File: src/rtl/sha256_byte_stream_hasher_unit_defines.svh
// Assertion helpers shared by the hasher RTL.
`ifndef SHA256_BYTE_STREAM_HASHER_UNIT_DEFINES_SVH
`define SHA256_BYTE_STREAM_HASHER_UNIT_DEFINES_SVH

// Consequent must hold in the same cycle as the antecedent.
`define SHA256_ASSERT_SAME(lbl, clk, rstn, ante, cons) \
  lbl: assert property (@(posedge clk) disable iff (!rstn) (ante) |-> (cons)) \
    else $error("sha256 assertion failed");

// Consequent must hold in the cycle after the antecedent.
`define SHA256_ASSERT_NEXT(lbl, clk, rstn, ante, cons) \
  lbl: assert property (@(posedge clk) disable iff (!rstn) (ante) |=> (cons)) \
    else $error("sha256 assertion failed");

`endif

File: src/rtl/sha256_pkg.sv
package sha256_pkg;

  typedef enum logic [2:0] {
    ST_IDLE,
    ST_MARK,
    ST_ZERO,
    ST_LEN,
    ST_ROUND,
    ST_UPDATE,
    ST_OUT
  } state_e;

  typedef enum logic [1:0] {
    SRC_MSG,
    SRC_MARK,
    SRC_ZERO,
    SRC_LEN
  } byte_src_e;

  typedef struct packed {
    logic      shift;
    byte_src_e src;
    logic      count_msg;
    logic      start_blk;
    logic      round;
    logic      update;
    logic      emit;
  } cmd_t;

  typedef struct packed {
    logic blk_last;
    logic pad_last;
    logic rnd_last;
    logic out_busy;
  } sts_t;

  localparam int unsigned NumRounds = 64;
  localparam int unsigned BlkBytes  = 64;
  localparam int unsigned PadEnd    = 56;
  localparam int unsigned RndW      = $clog2(NumRounds);
  localparam int unsigned PosW      = $clog2(BlkBytes);
  localparam int unsigned LenW      = 61;

  localparam logic [7:0] PadMark = 8'h80;

  localparam logic [31:0] K_TAB [NumRounds] = '{
    32'h428a2f98, 32'h71374491, 32'hb5c0fbcf, 32'he9b5dba5,
    32'h3956c25b, 32'h59f111f1, 32'h923f82a4, 32'hab1c5ed5,
    32'hd807aa98, 32'h12835b01, 32'h243185be, 32'h550c7dc3,
    32'h72be5d74, 32'h80deb1fe, 32'h9bdc06a7, 32'hc19bf174,
    32'he49b69c1, 32'hefbe4786, 32'h0fc19dc6, 32'h240ca1cc,
    32'h2de92c6f, 32'h4a7484aa, 32'h5cb0a9dc, 32'h76f988da,
    32'h983e5152, 32'ha831c66d, 32'hb00327c8, 32'hbf597fc7,
    32'hc6e00bf3, 32'hd5a79147, 32'h06ca6351, 32'h14292967,
    32'h27b70a85, 32'h2e1b2138, 32'h4d2c6dfc, 32'h53380d13,
    32'h650a7354, 32'h766a0abb, 32'h81c2c92e, 32'h92722c85,
    32'ha2bfe8a1, 32'ha81a664b, 32'hc24b8b70, 32'hc76c51a3,
    32'hd192e819, 32'hd6990624, 32'hf40e3585, 32'h106aa070,
    32'h19a4c116, 32'h1e376c08, 32'h2748774c, 32'h34b0bcb5,
    32'h391c0cb3, 32'h4ed8aa4a, 32'h5b9cca4f, 32'h682e6ff3,
    32'h748f82ee, 32'h78a5636f, 32'h84c87814, 32'h8cc70208,
    32'h90befffa, 32'ha4506ceb, 32'hbef9a3f7, 32'hc67178f2
  };

  localparam logic [31:0] IV_TAB [8] = '{
    32'h6a09e667, 32'hbb67ae85, 32'h3c6ef372, 32'ha54ff53a,
    32'h510e527f, 32'h9b05688c, 32'h1f83d9ab, 32'h5be0cd19
  };

  function automatic logic [31:0] rotr32(logic [31:0] x, int unsigned n);
    logic [63:0] d;
    d = {x, x} >> n;
    return d[31:0];
  endfunction

  function automatic logic [31:0] big_sig0(logic [31:0] x);
    return rotr32(x, 2) ^ rotr32(x, 13) ^ rotr32(x, 22);
  endfunction

  function automatic logic [31:0] big_sig1(logic [31:0] x);
    return rotr32(x, 6) ^ rotr32(x, 11) ^ rotr32(x, 25);
  endfunction

  function automatic logic [31:0] small_sig0(logic [31:0] x);
    return rotr32(x, 7) ^ rotr32(x, 18) ^ (x >> 3);
  endfunction

  function automatic logic [31:0] small_sig1(logic [31:0] x);
    return rotr32(x, 17) ^ rotr32(x, 19) ^ (x >> 10);
  endfunction

endpackage

File: src/rtl/sha256_dp.sv
`include "sha256_byte_stream_hasher_unit_defines.svh"

module sha256_dp (
  input  logic              clk_i,
  input  logic              rst_ni,
  input  logic [7:0]        byte_i,
  input  sha256_pkg::cmd_t  cmd_i,
  output sha256_pkg::sts_t  sts_o,
  output logic [255:0]      digest_o,
  output logic              out_valid_o,
  input  logic              out_ready_i
);
  import sha256_pkg::*;

  logic [15:0][31:0] w_q;
  logic [511:0]      w_flat;
  logic [31:0]       v_q [8];
  logic [31:0]       h_q [8];
  logic [PosW-1:0]   pos_q;
  logic [RndW-1:0]   rnd_q;
  logic [LenW-1:0]   len_q;
  logic [255:0]      out_q;
  logic              out_valid_q;

  logic [7:0]  byte_sel;
  logic [63:0] total_bits;
  logic [63:0] len_sh;
  logic [31:0] w_new;
  logic [31:0] t1;
  logic [31:0] t2;
  logic [31:0] ch;
  logic [31:0] maj;

  assign w_flat = w_q;

  // total bit count, big-endian byte picked by the low position bits
  assign total_bits = {len_q, 3'b000};
  assign len_sh     = total_bits >> {~pos_q[2:0], 3'b000};

  always_comb begin
    case (cmd_i.src)
      SRC_MSG:  byte_sel = byte_i;
      SRC_MARK: byte_sel = PadMark;
      SRC_ZERO: byte_sel = 8'h00;
      SRC_LEN:  byte_sel = len_sh[7:0];
      default:  byte_sel = 8'h00;
    endcase
  end

  // oldest schedule word sits in w_q[15]
  assign w_new = small_sig1(w_q[1]) + w_q[6] + small_sig0(w_q[14]) + w_q[15];
  assign ch    = (v_q[4] & v_q[5]) ^ (~v_q[4] & v_q[6]);
  assign maj   = (v_q[0] & v_q[1]) ^ (v_q[0] & v_q[2]) ^ (v_q[1] & v_q[2]);
  assign t1    = v_q[7] + big_sig1(v_q[4]) + ch + K_TAB[rnd_q] + w_q[15];
  assign t2    = big_sig0(v_q[0]) + maj;

  always_ff @(posedge clk_i) begin
    if (cmd_i.shift) begin
      w_q <= {w_flat[503:0], byte_sel};
    end else if (cmd_i.round) begin
      w_q <= {w_flat[479:0], w_new};
    end
  end

  always_ff @(posedge clk_i) begin
    if (cmd_i.start_blk) begin
      v_q <= h_q;
    end else if (cmd_i.round) begin
      v_q[7] <= v_q[6];
      v_q[6] <= v_q[5];
      v_q[5] <= v_q[4];
      v_q[4] <= v_q[3] + t1;
      v_q[3] <= v_q[2];
      v_q[2] <= v_q[1];
      v_q[1] <= v_q[0];
      v_q[0] <= t1 + t2;
    end
  end

  always_ff @(posedge clk_i or negedge rst_ni) begin
    if (!rst_ni) begin
      h_q <= IV_TAB;
    end else if (cmd_i.emit) begin
      h_q <= IV_TAB;
    end else if (cmd_i.update) begin
      for (int i = 0; i < 8; i++) begin
        h_q[i] <= h_q[i] + v_q[i];
      end
    end
  end

  always_ff @(posedge clk_i or negedge rst_ni) begin
    if (!rst_ni) begin
      pos_q <= '0;
      len_q <= '0;
      rnd_q <= '0;
    end else begin
      if (cmd_i.emit) begin
        pos_q <= '0;
        len_q <= '0;
      end else begin
        if (cmd_i.shift) begin
          pos_q <= pos_q + 1'b1;
        end
        if (cmd_i.count_msg) begin
          len_q <= len_q + 1'b1;
        end
      end
      if (cmd_i.start_blk) begin
        rnd_q <= '0;
      end else if (cmd_i.round) begin
        rnd_q <= rnd_q + 1'b1;
      end
    end
  end

  always_ff @(posedge clk_i) begin
    if (cmd_i.emit) begin
      for (int i = 0; i < 4; i++) begin
        out_q[64*i +: 64] <= {h_q[2*i], h_q[2*i+1]};
      end
    end
  end

  always_ff @(posedge clk_i or negedge rst_ni) begin
    if (!rst_ni) begin
      out_valid_q <= 1'b0;
    end else if (cmd_i.emit) begin
      out_valid_q <= 1'b1;
    end else if (out_ready_i) begin
      out_valid_q <= 1'b0;
    end
  end

  assign sts_o.blk_last = (pos_q == PosW'(BlkBytes - 1));
  assign sts_o.pad_last = (pos_q == PosW'(PadEnd - 1));
  assign sts_o.rnd_last = (rnd_q == RndW'(NumRounds - 1));
  assign sts_o.out_busy = out_valid_q;

  assign digest_o    = out_q;
  assign out_valid_o = out_valid_q;

  `SHA256_ASSERT_SAME(a_emit_slot_free, clk_i, rst_ni, cmd_i.emit, !out_valid_q)
  `SHA256_ASSERT_SAME(a_emit_block_aligned, clk_i, rst_ni, cmd_i.emit, pos_q == '0)
  `SHA256_ASSERT_NEXT(a_block_start, clk_i, rst_ni, cmd_i.start_blk, rnd_q == '0 && pos_q == '0)

endmodule

File: src/rtl/sha256_ctrl.sv
`include "sha256_byte_stream_hasher_unit_defines.svh"

module sha256_ctrl (
  input  logic              clk_i,
  input  logic              rst_ni,
  input  logic              in_valid_i,
  input  logic              in_present_i,
  input  logic              in_end_i,
  output logic              in_ready_o,
  input  sha256_pkg::sts_t  sts_i,
  output sha256_pkg::cmd_t  cmd_o
);
  import sha256_pkg::*;

  state_e state_q, state_d;
  logic   end_pend_q, end_pend_d;
  logic   marked_q, marked_d;
  logic   final_q, final_d;
  logic   acc;

  assign in_ready_o = (state_q == ST_IDLE);
  assign acc        = in_valid_i && in_ready_o;

  always_comb begin
    state_d    = state_q;
    end_pend_d = end_pend_q;
    marked_d   = marked_q;
    final_d    = final_q;
    unique case (state_q)
      ST_IDLE: begin
        if (acc) begin
          if (in_present_i && sts_i.blk_last) begin
            state_d    = ST_ROUND;
            end_pend_d = in_end_i;
          end else if (in_end_i) begin
            state_d = ST_MARK;
          end
        end
      end
      ST_MARK: begin
        marked_d = 1'b1;
        if (sts_i.blk_last) begin
          state_d = ST_ROUND;
        end else if (sts_i.pad_last) begin
          state_d = ST_LEN;
        end else begin
          state_d = ST_ZERO;
        end
      end
      ST_ZERO: begin
        if (sts_i.blk_last) begin
          state_d = ST_ROUND;
        end else if (sts_i.pad_last) begin
          state_d = ST_LEN;
        end
      end
      ST_LEN: begin
        if (sts_i.blk_last) begin
          state_d = ST_ROUND;
          final_d = 1'b1;
        end
      end
      ST_ROUND: begin
        if (sts_i.rnd_last) begin
          state_d = ST_UPDATE;
        end
      end
      ST_UPDATE: begin
        if (final_q) begin
          state_d = ST_OUT;
        end else if (marked_q) begin
          state_d = ST_ZERO;
        end else if (end_pend_q) begin
          state_d    = ST_MARK;
          end_pend_d = 1'b0;
        end else begin
          state_d = ST_IDLE;
        end
      end
      ST_OUT: begin
        if (!sts_i.out_busy) begin
          state_d    = ST_IDLE;
          end_pend_d = 1'b0;
          marked_d   = 1'b0;
          final_d    = 1'b0;
        end
      end
      default: state_d = ST_IDLE;
    endcase
  end

  always_comb begin
    cmd_o = '0;
    unique case (state_q)
      ST_IDLE: begin
        cmd_o.src = SRC_MSG;
        if (acc && in_present_i) begin
          cmd_o.shift     = 1'b1;
          cmd_o.count_msg = 1'b1;
          cmd_o.start_blk = sts_i.blk_last;
        end
      end
      ST_MARK: begin
        cmd_o.shift     = 1'b1;
        cmd_o.src       = SRC_MARK;
        cmd_o.start_blk = sts_i.blk_last;
      end
      ST_ZERO: begin
        cmd_o.shift     = 1'b1;
        cmd_o.src       = SRC_ZERO;
        cmd_o.start_blk = sts_i.blk_last;
      end
      ST_LEN: begin
        cmd_o.shift     = 1'b1;
        cmd_o.src       = SRC_LEN;
        cmd_o.start_blk = sts_i.blk_last;
      end
      ST_ROUND:  cmd_o.round  = 1'b1;
      ST_UPDATE: cmd_o.update = 1'b1;
      ST_OUT:    cmd_o.emit   = !sts_i.out_busy;
      default:   cmd_o = '0;
    endcase
  end

  always_ff @(posedge clk_i or negedge rst_ni) begin
    if (!rst_ni) begin
      state_q    <= ST_IDLE;
      end_pend_q <= 1'b0;
      marked_q   <= 1'b0;
      final_q    <= 1'b0;
    end else begin
      state_q    <= state_d;
      end_pend_q <= end_pend_d;
      marked_q   <= marked_d;
      final_q    <= final_d;
    end
  end

  `SHA256_ASSERT_NEXT(a_last_round, clk_i, rst_ni, state_q == ST_ROUND && sts_i.rnd_last, state_q == ST_UPDATE)

endmodule

File: src/rtl/sha256_byte_stream_hasher_unit.sv
// Message bytes: one transfer per cycle while idle; a 64th byte starts the 64 rounds of the block
// and then a chaining update, and no transfer is taken until the controller is idle again.
// Message end: padding bytes go in at one per cycle up to the block end, then one or two
// compressions follow, and the digest register is loaded once the previous digest is taken.
// Reset (rst_ni low, asynchronous): chaining words return to the initial hash values, counters
// and the control machine clear, and no digest is pending.
module sha256_byte_stream_hasher_unit (
  input  logic         clk_i,
  input  logic         rst_ni,
  // input stream
  input  logic         s_axis_tvalid_i,
  output logic         s_axis_tready_o,
  input  logic [7:0]   s_axis_tdata_i,   // [7:0] msg_byte
  input  logic         s_axis_tuser_i,   // [0] byte_present
  input  logic         s_axis_tlast_i,   // message_end
  // digest stream
  output logic         m_axis_tvalid_o,
  input  logic         m_axis_tready_i,
  output logic [255:0] m_axis_tdata_o    // [63:0] digest_word0, [127:64] digest_word1,
                                         // [191:128] digest_word2, [255:192] digest_word3
);
  import sha256_pkg::*;

  cmd_t cmd;
  sts_t sts;

  // Controller: accept a transfer only in the idle state, sequence padding, rounds
  // and the digest hand-off.
  sha256_ctrl u_ctrl (
    .clk_i        (clk_i),
    .rst_ni       (rst_ni),
    .in_valid_i   (s_axis_tvalid_i),
    .in_present_i (s_axis_tuser_i),
    .in_end_i     (s_axis_tlast_i),
    .in_ready_o   (s_axis_tready_o),
    .sts_i        (sts),
    .cmd_o        (cmd)
  );

  // Datapath: block/schedule shift line, one SHA-256 round per cycle, chaining
  // words, length counter and the registered digest output.
  sha256_dp u_dp (
    .clk_i       (clk_i),
    .rst_ni      (rst_ni),
    .byte_i      (s_axis_tdata_i),
    .cmd_i       (cmd),
    .sts_o       (sts),
    .digest_o    (m_axis_tdata_o),
    .out_valid_o (m_axis_tvalid_o),
    .out_ready_i (m_axis_tready_i)
  );

endmodule
File: config.mk
export PLATFORM = sky130hd
export DESIGN_NAME = sha256_byte_stream_hasher_unit
export DESIGN_NICKNAME = d
export VERILOG_FILES = /design/src/rtl/sha256_pkg.sv /design/src/rtl/sha256_dp.sv /design/src/rtl/sha256_ctrl.sv /design/src/rtl/sha256_byte_stream_hasher_unit.sv
export VERILOG_INCLUDE_DIRS = /design/src /design/src/rtl
export SDC_FILE = /design/constraint.sdc
export NUM_CORES = 2
export LEC_CHECK = 0
export BUFFER_PORTS_ARGS = -buffer_cell sky130_fd_sc_hd__buf_2
export CAP_MARGIN = 10
export CORE_AREA = 2 2 523 421
export DETAILED_ROUTE_END_ITERATION = 8
export DIE_AREA = 0 0 525 423
export PLACE_DENSITY = 0.57
export RECOVER_POWER = 100
export SYNTH_ARGS = -nofsm -noshare
export SYNTH_HDL_FRONTEND = slang
export SYNTH_HIERARCHICAL = 1
export SYNTH_SLANG_ARGS = --single-unit
File: constraint.sdc
create_clock -name clk_i -period 15.5 [get_ports clk_i]
set_input_delay 3.1 -clock clk_i [delete_from_list [all_inputs] [get_ports clk_i]]
set_output_delay 3.1 -clock clk_i [all_outputs]
set_load 0.01 [all_outputs]
==> run_results.csv <==
group,metric,value,unit
status,status,"complete, but fails checks",
status,violations,"capacitance limit, slew limit",
cts,path_clk_slew,0.06,ns
setup_path,critPathMostFrequentCell,"inv_1",
routing,drc,0,
cts,clockRootBuffer,"clkbuf_16",
sta,max_slew.worst_pin.slew,6.469,ns
floorplanning,num_io_pins,272,
synth,syn_nets,7715,
sta,setup_viol,0,
synth,synth_area_leaders,"edfxtp_1 38%, mux2_2 9.2%, dfrtp_1 6.1%",
setup_path,critPathRequiredTime,15.97,ns
final_layout,mostFrequentLayoutCell,"edfxtp_1",
floorplanning,core,216500,sq um
hold_path,holdPathStages,0,
final_layout,mostFrequentLayoutCells,"1,024 x edfxtp_1, 669 x mux2_2, 468 x o21ai_0",
sta,skew,0.08447,ns
synth,ys_warn_count,6,
synth,avgSynthCellArea,11.53,sq um
synth,synthesis.area,81890,sq um
flow_run,drv_cap,32,
synth,yosysUniqueCellTypes,107,
sta,fin_setup_tns,0,ns
synth,synthArstFlopShare,24.71,%
routing,routed_via_density,5.588,
setup_path,crit_type,"flop to flop",
synth,netlist_instances,7105,
floorplanning,die-area,222100,sq um
synth,seq_area_frac_synth,48.02,%
cts,clock_path_buffers,3,
synth,ys_seq_elements,1360,
synth,synth_edf_count,1024,
global_route,grt_max_degree,149,
sta,slew_headroom,-331.3,%
global_route,grt_pass1_wl,386100,um
setup_path,crit_arrival,12.25,ns
setup_path,cp-start-kind,"flop",
global_route,grt-ovfl-total,0,
final_layout,drive_gt1_share,14.10,%
setup_path,cp-end-kind,"flop",
final_layout,syn_to_final_growth,11.35,%
routing,dr.pass1.iters,6,
cts,clk_latency,0.84,ns
routing,routed_wl,267800,um
cts,holdBufCountCts,0,
sta,finalMaxSlewViolations,1659,
setup_path,crit_slowest_cell,"clkbuf_1",
sta,min_period,11.78,ns
routing,wire_per_inst,25.96,um
cts,cts_sinks,1360,
global_route,grt_pass1_vias,54580,
global_route,antenna_found_initial,13,
synth,yosysTopAreaCell,"edfxtp_1",
synth,synth_top_area_share,37.55,%
setup_path,critPathMaxFanout,57,
sta,timing.fmax,84.90,MHz
placement,routabilityCongestion,0.9504,
floorplanning,die_w,525,um
routing,drtIter0Drc,6296,
sta,hold_viol,0,
cts,postCtsSetupBuffers,0,
floorplanning,die_h,423,um
floorplanning,rows,153,
setup_path,max_stage_delay,2.00,ns
hold_path,worstHoldPathType,"flop to flop",
cts,htreeDepth,4,
cts,cts_tree,"yes",
sta,final.period_utilization,75.99,%
placement,hpwl,201700,um
cts,cts.repair.resized,0,
global_route,track_usage,23.51,%
routing,vias,57640,
placement,io_buffers,271,
cts,numCtsBuffers,150,
final_layout,nNetsFinal,7931,
floorplanning,start_util,37.82,%
synth,yosys_most_used_dff,"edfxtp_1",
setup_path,r2r_cells,34,
final_layout,fillCellCount,20470,
sta,rsz0062_at_grt,"false",
routing,postRouteAntennaNets,0,
## cell usage after synthesis, drive strengths merged (136+ instances only)
library cell / instances
clkbuf: 261
ha: 400
fa: 196
a21o: 183
edfxtp: 1024
dfrtp: 200
xnor2: 365
inv: 433
a21oi: 436
nand2: 449
mux2: 673
xor2: 250
dfstp: 136
nor2: 465
o21ai: 477
## worst max-delay path: cells and delay by family, from the launching register on
| kind | cells | cell delay [ns] |
|---|---|---|
| XOR/XNOR | 2 | 0.37 |
| AO/OA/AOI/OAI | 10 | 2.52 |
| adder cells (fa/ha/maj) | 5 | 1.43 |
| AND/OR/NAND/NOR | 10 | 2.24 |
| buffers and inverters | 6 | 3.63 |
| flip-flops | 1 | 0.70 |
| multiplexers | 1 | 0.51 |
## flip-flops by register name, summed over array words and instances, names as in the netlist, 3 cells and up
name,flops
u_dp/h_q,256
u_dp/w_flat,512
u_dp/digest_o,256
u_dp/v_q,256
u_dp/rnd_q,6
u_dp/len_q,61
u_ctrl/state_q,3
u_dp/pos_q,6
## final timing paths
| path | start | slack (ns) | to |
|---|---|---|---|
| worst max-delay path | u_dp/rnd_q[3] | 3.72 | u_dp/v_q[255] |
| worst min register to register | u_dp/h_q[163] | 0.51 | u_dp/digest_o[99] |
| max in group asynchronous | rst_ni | 4.46 | u_dp/h_q[69] |
| min in group asynchronous | rst_ni | 4.70 | u_dp/h_q[191] |
| worst max register to register | u_dp/rnd_q[3] | 3.72 | u_dp/v_q[255] |
| worst min-delay path | u_dp/h_q[163] | 0.51 | u_dp/digest_o[99] |
## cell type report
class	instances	area (sq um)	share of cell area, %
Timing Repair Buffer	355	1578	1.730
Inverter	433	1632	1.789
Antenna cell	2	5.005	0.005488
Tap cell	2867	3587	3.934
Clock inverter	81	1156	1.268
Clock buffer	196	4070	4.463
Sequential cell	1360	39330	43.13
Multi-Input combinational cell	5021	39830	43.68
## logic make-up (layout without fill, tap and decap cells)
| kind of cell | count (synthesis) | after routing | share of synthesized area, % |
|---|---|---|---|
| compound gates | 1553 | 1553 | 11.74 |
| xor+xnor | 616 | 616 | 6.605 |
| fa+ha+maj | 598 | 598 | 10.93 |
| buf+inv | 724 | 1065 | 3.349 |
| flops | 1360 | 1360 | 48.02 |
| mux | 794 | 794 | 11.00 |
| other cells | 0 | 2 | 0 |
| simple gates | 1460 | 1460 | 8.354 |
## metrics by stage
stage          utilization [%]  hold WS [ns]  instances  area [sq um]  setup WS, ns
3_3_place_gp             39.92        0.4978      10040         86430         6.717
2_1_floorplan                -        0.4591       7105         81890         2.380
5_1_grt                  42.12        0.5311      10310         91190         2.963
4_1_cts                  42.33        0.5085      10310         91650         6.639
6_report                 42.12        0.5086      10320         91190         3.721
3_5_place_dp             39.92        0.5003      10040         86430         6.669
## per-layer routing
| layer | wire length, um | vias to the layer above | global-route usage, % |
|---|---|---|---|
| met5 | 21 | - | 0 |
| met4 | 6532 | 4 | 5.709 |
| met3 | 18190 | 308 | 3.629 |
| met2 | 114800 | 2029 | 34.31 |
| met1 | 128300 | 29150 | 36.10 |
| li1 | - | 26150 | - |
Power is left out: the tool's default activity adds up to more than one toggle a clock period on the data nets, which glitch-free logic cannot reach.
